==> src/tird_pkg.sv <==
// ----------------------------------------------------------------------------
// tird_pkg: shared types for the tape image record deframer
// Phase encoding, result kind codes, the result beat struct and the
// little-endian byte placement helper used for length fields.
// ----------------------------------------------------------------------------
package tird_pkg;

  // Parser phase
  typedef enum logic [1:0] {
    PH_HEADER  = 2'd0,
    PH_DATA    = 2'd1,
    PH_TRAILER = 2'd2,
    PH_PAD     = 2'd3
  } phase_t;

  // Result kind codes
  typedef enum logic [1:0] {
    KIND_DATA  = 2'd0,
    KIND_DONE  = 2'd1,
    KIND_MARK  = 2'd2,
    KIND_ERROR = 2'd3
  } kind_t;

  // One result beat
  typedef struct packed {
    logic        valid;
    kind_t       kind;
    logic [7:0]  data_byte;
    logic [31:0] record_length;
    logic [31:0] mismatch_length;
  } result_t;

  // Place byte b at byte lane idx of acc (little endian)
  function automatic logic [31:0] place_byte(input logic [31:0] acc,
                                             input logic [7:0]  b,
                                             input logic [1:0]  idx);
    logic [31:0] r;
    begin
      case (idx)
        2'd0:    r = acc | {24'd0, b};
        2'd1:    r = acc | {16'd0, b, 8'd0};
        2'd2:    r = acc | {8'd0, b, 16'd0};
        default: r = acc | {b, 24'd0};
      endcase
      return r;
    end
  endfunction

endpackage

==> src/tird_core.sv <==
// ----------------------------------------------------------------------------
// tird_core: record parsing state machine
// Consumes one byte per enabled cycle, updates the phase and length
// registers and presents the result beat (if any) combinationally.
// ----------------------------------------------------------------------------
module tird_core import tird_pkg::*; (
  input  logic       clk,
  input  logic       rst_n,
  input  logic       beat_en,
  input  logic [7:0] octet,
  output result_t    res
);

  phase_t      phase_r, phase_nxt;
  logic [1:0]  idx_r, idx_nxt;
  logic [31:0] hdr_r, hdr_nxt;
  logic [31:0] trl_r, trl_nxt;
  logic [31:0] rem_r, rem_nxt;

  logic [31:0] hdr_acc;
  logic [31:0] trl_acc;
  logic [31:0] trl_pad;
  logic [31:0] rem_dec;

  // Datapath helpers
  assign hdr_acc = place_byte((idx_r == 2'd0) ? 32'd0 : hdr_r, octet, idx_r);
  assign trl_acc = place_byte((idx_r == 2'd0) ? 32'd0 : trl_r, octet, idx_r);
  assign trl_pad = {octet, trl_r[31:8]};
  assign rem_dec = rem_r - 32'd1;

  // Next state
  always_comb begin
    phase_nxt = phase_r;
    idx_nxt   = idx_r;
    hdr_nxt   = hdr_r;
    trl_nxt   = trl_r;
    rem_nxt   = rem_r;
    if (beat_en) begin
      unique case (phase_r)
        PH_HEADER: begin
          hdr_nxt = hdr_acc;
          idx_nxt = idx_r + 2'd1;
          if (idx_r == 2'd3 && hdr_acc != 32'd0 && !hdr_acc[31]) begin
            rem_nxt   = hdr_acc;
            phase_nxt = PH_DATA;
          end
        end
        PH_DATA: begin
          rem_nxt = rem_dec;
          if (rem_dec == 32'd0) begin
            phase_nxt = PH_TRAILER;
            idx_nxt   = 2'd0;
          end
        end
        PH_TRAILER: begin
          trl_nxt = trl_acc;
          idx_nxt = idx_r + 2'd1;
          if (idx_r == 2'd3) begin
            if (trl_acc != hdr_r && hdr_r[0]) phase_nxt = PH_PAD;
            else                              phase_nxt = PH_HEADER;
          end
        end
        PH_PAD: begin
          trl_nxt   = trl_pad;
          phase_nxt = PH_HEADER;
          idx_nxt   = 2'd0;
        end
        default: phase_nxt = PH_HEADER;
      endcase
    end
  end

  // Result beat
  always_comb begin
    res                 = '0;
    res.kind            = KIND_DATA;
    res.record_length   = hdr_r;
    if (beat_en) begin
      unique case (phase_r)
        PH_HEADER: begin
          res.record_length = hdr_acc;
          if (idx_r == 2'd3) begin
            if (hdr_acc == 32'd0) begin
              res.valid = 1'b1;
              res.kind  = KIND_MARK;
            end else if (hdr_acc[31]) begin
              res.valid = 1'b1;
              res.kind  = KIND_ERROR;
            end
          end
        end
        PH_DATA: begin
          res.valid     = 1'b1;
          res.kind      = KIND_DATA;
          res.data_byte = octet;
        end
        PH_TRAILER: begin
          if (idx_r == 2'd3) begin
            if (trl_acc == hdr_r) begin
              res.valid = 1'b1;
              res.kind  = KIND_DONE;
            end else if (!hdr_r[0]) begin
              res.valid           = 1'b1;
              res.kind            = KIND_ERROR;
              res.mismatch_length = trl_acc;
            end
          end
        end
        PH_PAD: begin
          res.valid = 1'b1;
          if (trl_pad == hdr_r) begin
            res.kind = KIND_DONE;
          end else begin
            res.kind            = KIND_ERROR;
            res.mismatch_length = trl_pad;
          end
        end
        default: res.valid = 1'b0;
      endcase
    end
  end

  // Control registers
  always_ff @(posedge clk) begin
    if (!rst_n) begin
      phase_r <= PH_HEADER;
      idx_r   <= 2'd0;
    end else begin
      phase_r <= phase_nxt;
      idx_r   <= idx_nxt;
    end
  end

  // Length registers
  always_ff @(posedge clk) begin
    if (!rst_n) begin
      hdr_r <= 32'd0;
      trl_r <= 32'd0;
      rem_r <= 32'd0;
    end else begin
      hdr_r <= hdr_nxt;
      trl_r <= trl_nxt;
      rem_r <= rem_nxt;
    end
  end

endmodule

==> src/tape_image_record_deframer.sv <==
// ----------------------------------------------------------------------------
// tape_image_record_deframer: tape image byte stream to record beats
// Splits a length-framed tape image stream into data bytes, record done,
// tape mark and format error reports.
// ----------------------------------------------------------------------------
// Usage:
//   Input channel in_valid/in_stall/in_octet carries one raw stream byte per
//   beat. Output channel out_valid/out_stall carries zero or one result beat
//   per input byte: out_kind, out_data_byte, out_record_length and
//   out_mismatch_length.
//   Throughput is one byte per cycle while in_stall is low. The result of an
//   accepted byte is registered in the output register (or skid register).
//   The first three header and trailer bytes, the last byte of a valid header
//   and a mismatched odd-record trailer (before its pad byte) produce no result.
//   When the receiver stalls, the output register holds its beat and one
//   more result lands in a skid register; in_stall is high while the skid
//   register is full, i.e. from the cycle after it fills until the cycle
//   after the receiver takes the held beat.
//   Synchronous reset (rst_n low) returns the parser to the header phase
//   and empties both output registers.
// ----------------------------------------------------------------------------
module tape_image_record_deframer import tird_pkg::*; (
  input  logic        clk,
  input  logic        rst_n,
  input  logic        in_valid,
  output logic        in_stall,
  input  logic [7:0]  in_octet,
  output logic        out_valid,
  input  logic        out_stall,
  output logic [1:0]  out_kind,
  output logic [7:0]  out_data_byte,
  output logic [31:0] out_record_length,
  output logic [31:0] out_mismatch_length
);

  logic    in_beat;
  logic    out_free;
  result_t res;
  result_t out_r, out_nxt;
  result_t skid_r, skid_nxt;

  assign in_stall = skid_r.valid;
  assign in_beat  = in_valid && !skid_r.valid;
  assign out_free = !out_r.valid || !out_stall;

  tird_core u_core (
    .clk     (clk),
    .rst_n   (rst_n),
    .beat_en (in_beat),
    .octet   (in_octet),
    .res     (res)
  );

  // Output register and skid steering
  always_comb begin
    out_nxt  = out_r;
    skid_nxt = skid_r;
    if (out_free) begin
      if (skid_r.valid) begin
        out_nxt        = skid_r;
        skid_nxt.valid = 1'b0;
      end else begin
        out_nxt = res;
      end
    end else if (res.valid) begin
      skid_nxt = res;
    end
  end

  // Output and skid registers
  always_ff @(posedge clk) begin
    if (!rst_n) begin
      out_r  <= '0;
      skid_r <= '0;
    end else begin
      out_r  <= out_nxt;
      skid_r <= skid_nxt;
    end
  end

  assign out_valid           = out_r.valid;
  assign out_kind            = out_r.kind;
  assign out_data_byte       = out_r.data_byte;
  assign out_record_length   = out_r.record_length;
  assign out_mismatch_length = out_r.mismatch_length;

endmodule

==> config.mk <==
export PLATFORM = sky130hd
export DESIGN_NAME = tape_image_record_deframer
export DESIGN_NICKNAME = d
export VERILOG_FILES = /design/src/tird_pkg.sv /design/src/tird_core.sv /design/src/tape_image_record_deframer.sv
export SDC_FILE = /design/constraint.sdc
export NUM_CORES = 1
export LEC_CHECK = 0
export ABC_AREA = 1
export BUFFER_PORTS_ARGS = -buffer_cell sky130_fd_sc_hd__buf_2
export CAP_MARGIN = 20
export CELL_PAD_IN_SITES_DETAIL_PLACEMENT = 1
export CELL_PAD_IN_SITES_GLOBAL_PLACEMENT = 1
export CORE_ASPECT_RATIO = 0.75
export CORE_MARGIN = 1
export CORE_UTILIZATION = 46
export CTS_CLUSTER_SIZE = 10
export DETAILED_ROUTE_END_ITERATION = 8
export GPL_TIMING_DRIVEN = 0
export PLACE_DENSITY_LB_ADDON = 0.1
export REMOVE_ABC_BUFFERS = 1
export SLEW_MARGIN = 20
export SYNTH_ARGS = -nofsm -noshare
export SYNTH_HDL_FRONTEND = slang
export SYNTH_SLANG_ARGS = --single-unit
==> constraint.sdc <==
create_clock -name clk -period 4.35 [get_ports clk]
set_input_delay 0.87 -clock clk [delete_from_list [all_inputs] [get_ports clk]]
set_output_delay 0.87 -clock clk [all_outputs]
set_load 0.02 [all_outputs]
After elaboration in Yosys (flattened, before gate mapping)

Index checks and enable logic that the tools add are counted.

Input port bits: 12
Output and inout bits: 76
Logic and storage cells: 93
Register bits after elaboration: 250

Add/subtract/negate cells: 2
Reduce and logical (&&, ||, !) cells: 23
Bitwise operators: 10
Equality and inequality tests: 12
Multiplexer cells: 31

Operator list:

| cell                    | number |
|---|---|
| $mux W32                | 8 |
| $pmux W32 S2            | 3 |
| $pmux W32 S3            | 2 |
| $mux W75                | 2 |
| $eq A32 B32 Y1          | 2 |
| $logic_not A32 Y1       | 2 |
| $or A32 B16 Y32         | 2 |
| $or A32 B24 Y32         | 2 |
| $or A32 B32 Y32         | 2 |
| $or A32 B8 Y32          | 2 |
| $ne A32 B32 Y1          | 1 |
| $reduce_bool A32 Y1     | 1 |
| $sub A32 B1 Y32 const B | 1 |
| $mux W3                 | 6 |
| $mux W2                 | 6 |
| $pmux W3 S4             | 1 |
| $eq A2 B2 Y1 const B    | 4 |
| $mux W8                 | 1 |
| $pmux W2 S4             | 1 |
| $ne A2 B1 Y1 const B    | 3 |
| $pmux W2 S3             | 1 |
| $reduce_and A2 Y1       | 3 |
| $eq A2 B1 Y1 const B    | 2 |
| $logic_and A1 B1 Y1     | 4 |
| 9 further kinds         | 16 |

Longest topological paths before layout

Word-level depth: 10
Depth in mapped cells: 24
Mapped depth without buffers: 21

Modules after synthesis

From an unflattened synthesis, not the netlist that was laid out.

Cell total of the unflattened synthesis: 2460
Area, all modules: 14699.1 um^2

Modules (own cells, without submodules):

| module                     | sequential area each (um^2) | times used | area an instance (um^2) | cells an instance |
|---|---|---|---|---|
| tird_core                  | 2001.9                      | 1          | 8099.0                  | 1421 |
| tape_image_record_deframer | 3002.9                      | 1          | 6600.1                  | 1039 |

Least setup slack after synthesis

No wires, ideal clock.

Path type: input port to flip-flop
Start point: input in_octet[0]
End point: register skid_r[53] (netlist name)
Cell stages on the path: 17
Buffers on the path: 3
Arrival time: 2.626 ns
Data required time: 4.237 ns
Setup slack: 1.612 ns
Library setup time: 0.113 ns
Cells stage by stage: clkbuf_1 > nand2_1 > nand2_1 > ha_1 > nand3_1 > nor3_1 > nand2_1 > nor2_1 > nand2_1 > nand3_2 > nand2_1 > nor2_1 > buf_4 > buf_4 > nand3_1 > nand2_1 > nor2_1

Cells in the longest elaborated chain, start to end: 8
Elaborated cells between the ends (all ways): 19
Those cells by class: 1 x eq/ne; 8 x mux; 8 x bitwise; 2 x reduce/logical

RTL lines:

| item                                                | RTL line                         | source |
|---|---|---|
| start, declared                                     | tape_image_record_deframer.sv:27 | `input logic [7:0] in_octet,` |
| $or A32 B8 Y32 (tied with other cells)              | tird_pkg.sv:40                   | `2'd0: r = acc \| {24'd0, b};` |
| $pmux W32 S3                                        | tird_pkg.sv:39                   | `case (idx)` |
| $eq A32 B32 Y1 or $logic_not A32 Y1 (tied branches) | tird_core.sv:99, tird_core.sv:83 |  |
| $mux W3, on equally long branches                   | tird_core.sv:99, tird_core.sv:83 |  |
| $mux W3, on equally long branches                   | tird_core.sv:98, tird_core.sv:82 |  |
| $pmux W3 S4 *                                       | tird_core.sv:79                  | `unique case (phase_r)` |
| $mux W75 *                                          | tird_core.sv:78                  | `if (beat_en) begin` |
| $reduce_and A2 Y1 (no line) *                       | n/a                              |  |
| end signal, assigned                                | tape_image_record_deframer.sv:77 | `skid_r <= skid_nxt;` |
| end, declared                                       | tape_image_record_deframer.sv:40 | `result_t skid_r, skid_nxt;` |

Every way passes the cells marked *; elsewhere a longest branch is shown, timed or not.
A chain may end at the register's enable or synchronous reset.

Worst setup path in the final report

Start point: register u_core.idx_r[0]
End point: register skid_r[54] (netlist name)

Cells in the longest elaborated chain, start to end: 10
Elaborated cells between the ends (all ways): 27
Those cells by class: 4 x eq/ne; 12 x mux; 8 x bitwise; 3 x reduce/logical

RTL lines:

| item                                    | RTL line                                         | source |
|---|---|---|
| start, declared                         | tird_core.sv:15                                  | `logic [1:0] idx_r, idx_nxt;` |
| start signal, assigned                  | tird_core.sv:130                                 | `idx_r <= idx_nxt;` |
| $logic_not A2 Y1                        | tird_pkg.sv:39, tird_core.sv:26, tird_core.sv:27 |  |
| $mux W32, on equally long branches      | tird_core.sv:27, tird_core.sv:26                 |  |
| $or A32 B32 Y32 (tied with other cells) | tird_pkg.sv:43                                   | `default: r = acc \| {b, 24'd0};` |
| $pmux W32 S3                            | tird_pkg.sv:39                                   |  |
| $eq A32 B32 Y1 (tied with other cells)  | tird_core.sv:99                                  | `if (trl_acc == hdr_r) begin` |
| $mux W3, on equally long branches       | tird_core.sv:99, tird_core.sv:83                 |  |
| $mux W3, on equally long branches       | tird_core.sv:98, tird_core.sv:82                 |  |
| $pmux W3 S4                             | tird_core.sv:79                                  |  |
| $mux W75 *                              | tird_core.sv:78                                  |  |
| $reduce_and A2 Y1 (no line)             | n/a                                              |  |

Marks and branches as above.

==> results.yml <==
status:
  run_status: "complete, no violations"
critical_path:
  r2r-start: "u_core.idx_r[0]"
  cp-end-kind: "flip-flop"
  worst_setup_path_start_kind: "flip-flop"
  path_max_fanout: 79
  arrival_ns: 4.63
  cp_slowest_stage_delay_ns: 0.51
  path_cells: "inv_1 > ha_1 > nor2_2 > nand2_8 > buf_16 > nand2_1 > inv_1 > nand2_1 > nand2_1 > nand2_1 > nor2_1 > nand2_1 > nor2_1 > nand2_1 > nand3_2 > nand2_1 > nor2_4 > buf_12 > nand3_1 > nand2_1 > nor2_1"
  timing.rr.end: "skid_r[54]"
  cp_common_cell: "nand2_1"
  reg2reg_slack_ns: 0.19
  rr_worst_depth: 21
  required_ns: 4.82
  criticalPathCategory: "flip-flop to flip-flop"
  cp_slowest_cell: "ha_1"
synthesis:
  ys_warn_count: 0
  ys_top_cells_by_area: "dfxtp_1 35%, nand2_1 17%, nor2_1 12%"
  synth_top_area_cell: "dfxtp_1"
  synth_edf_count: 0
  synth_area_per_cell_um2: 6.06
  ys_ff_latch: 250
  ys_seq_area_share_pct: 35.3
  syn_inst: 2338
  async_reset_ff_share_pct: 0
  yosys.cell_types.count: 30
  yosys-top-cells-count: "636 x nand2_1, 441 x nor2_1, 277 x o21ai_0, 250 x dfxtp_1, 172 x inv_1"
  ys.flop_type: "dfxtp_1"
  yosysMostFrequentCell: "nand2_1"
  syn_area_mm2: 0.0142
  synth_top_area_share_pct: 35.3
routing:
  firstDrtPassIters: 7
  drc_errors: 0
  ant_nets: 0
  vias: 15612
  routedWlPerCell_um: 19.7
  wl_mm: 53.7
  drt-initial-drc-count: 1220
  vias_per_cell: 5.72
clocking:
  clock_path_buffers: 3
  root_buffer: "clkbuf_16"
  cts_sinks: 250
  clk_transition_reported_paths_ns: 0.06
  clock_latency_ns: 0.58
  cts_hold_buf: 0
  cts_tree: "done"
  htreeDepth: 1
  cts_buffers: 29
timing:
  worstMarginPinSlew_ns: 1.08
  setup_viol: 0
  period_needed_ns: 4.16
  finalMaxSlewViolations: 0
  slew_headroom_pct: 28.1
  hold_violations: 0
  finClkSkew_ns: 0.0147
  setup_ws_ns: 0.189
  fin_crit_sh_pct: 95.7
  setup_tns_ns: 0
  clock.fmax_ghz: 0.240
die:
  num_io_pins: 88
  die_x_um: 205
  rows: 55
  core-area_mm2: 0.0302
  die_h_um: 154
  die_area_mm2: 0.0315
  initial_core_util_pct: 46.9
final_layout:
  fin_nets: 2345
  stdcell_area_mm2: 0.0157
  final_core_util_pct: 52.1
  fillers: 4223
  area_delta_synth_final_pct: 11.1
  drive_gt1_share_pct: 7.30
global_routing:
  gr-usage-all-layers_pct: 33.9
  antenna_found_initial: 1
  grt_max_degree: 133
  grt_pass1_vias: 15264
  grt_first_pass_wirelength_mm: 84.2
  grt-ovfl-total: 0
run:
  drv_cap: 0
power_and_ir_drop:
  p_leak_uw: 0.00757
  ir_drop_v: 0.000369
  power_uw: 9360
  powerDensity_mw_per_mm2: 595
worst_hold_path:
  min_to: "skid_r[62]"
  hp-class: "flip-flop to flip-flop"
  worstHoldPathCells: 2
  min-delay-start: "skid_r[62]"
placed_design:
  gp_congestion: 0.904
  hpwl_mm: 37.6
  port_buffers: 87
  place_ws_ns: -0.180
  dpl_cell_area_mm2: 0.0149
-- cell usage in the layout (no fill, tap or decap), types with 2 or more instances in the layout --
cell type  synthesis  layout
nand2_1          636     634
nor2_1           441     437
o21ai_0          277     277
dfxtp_1          250     249
inv_1            172     168
nand3_1          167     166
a21oi_1          109     109
buf_2             15      90
nand4_1           31      31
clkbuf_16          0      29
xor2_1            22      22
a221oi_1          15      15
xnor2_1           13      13
a31oi_1           12      12
nor3_1            10      10
buf_16             0       9
nor2_4             0       6
ha_1               7       5
inv_4              0       4
mux2i_1            4       4
buf_12             0       4
o21ai_1            3       3
inv_2              3       3
nand3b_1           3       3
nand3_2            2       3
clkbuf_8           0       3
buf_8              0       3
nor2_2             3       2
nand2_2            2       2
ha_4               0       2
buf_4              9       2
-- layout make-up --
type                    count  area (um2)  area share, %
multi-input cells        1762        7940           50.4
flip-flops and latches    250        5010           31.8
repair buffers            108         838           5.32
clock buffers              33         771           4.89
inverters                 175         667           4.23
well taps                 399         499           3.17
clock inverters             2        25.0          0.159
diodes                      1        2.50         0.0159
-- registers in the layout, summed over array words and instances, names as in the netlist, 2 cells and up --
signal               flops
out_data_byte            8
out_kind                 2
out_mismatch_length     32
out_record_length       32
skid_r                  74
u_core.hdr_r            32
u_core.idx_r             2
u_core.phase_r           2
u_core.rem_r            32
u_core.trl_r            32
-- kinds of logic (layout without fill, tap and decap cells) --
logic type,Yosys count,in the layout,share of synthesized area [%]
and+or+nand+nor,1298,1299,36.8
AOI/OAI and AO/OA,417,417,15.3
buffers and inverters,327,318,9.46
DFF,250,250,35.3
xor gates and xnor gates,35,35,2.16
adders and majority gates,7,7,0.618
muxes,4,4,0.283
other,0,1,0
-- routing by layer --
| metal | routed length, um | up-vias | global-route usage, % | part of all wire, % |
|---|---|---|---|---|
| met5 | 0 | - | 0 | 0 |
| li1 | - | 7460 | - | - |
| met2 | 23500 | 489 | 52.7 | 44 |
| met1 | 24600 | 7559 | 47.3 | 46 |
| met3 | 3960 | 104 | 5.72 | 7.4 |
| met4 | 1600 | 0 | 10.9 | 3.0 |
-- worst max-delay path by stage --
stage	end	start	slack, ns
floorplan	skid_r[1]	out_stall	-0.58
global placement	out_record_length[0]	in_stall	-3.62
detailed placement	u_core.rem_r[31]	u_core.idx_r[0]	-0.18
CTS	skid_r[15]	u_core.idx_r[0]	0.06
global route	skid_r[3]	u_core.idx_r[0]	-0.0007
finish	skid_r[54]	u_core.idx_r[0]	0.19
-- where the power goes --
part | internal (uW) | switching, uW | total (uW)
clock | 1230 | 980 | 2210
combinational | 1250 | 3080 | 4330
sequential | 2550 | 270 | 2820
total | 5030 | 4330 | 9360
-- worst max-delay path: cells and delay by family, from the launching register on --
kind                       cells  cell delay (ns)
adders and majority gates      1             0.51
buffers and inverters          4             0.90
DFF                            1             0.36
and+or+nand+nor               16             2.23
-- per-stage QoR --
step / hold slack [ns] / std cells
3_3_place_gp: 0.455 / 2672
3_5_place_dp: 0.471 / 2692
6_report: 0.484 / 2730
4_1_cts: 0.484 / 2727
2_1_floorplan: 0.440 / 2186
5_1_grt: 0.499 / 2729
-- what timing repair did --
| item | 4_1_cts | 5_1_grt |
|---|---|---|
| pin swaps | 0 | 1 |
| setup buffers | 0 | 1 |
| cloned | 0 | 1 |
| setup endpoints to repair | 86 | 88 |
| resized for setup | 1 | 5 |
Power figures use the tool's default switching activity.
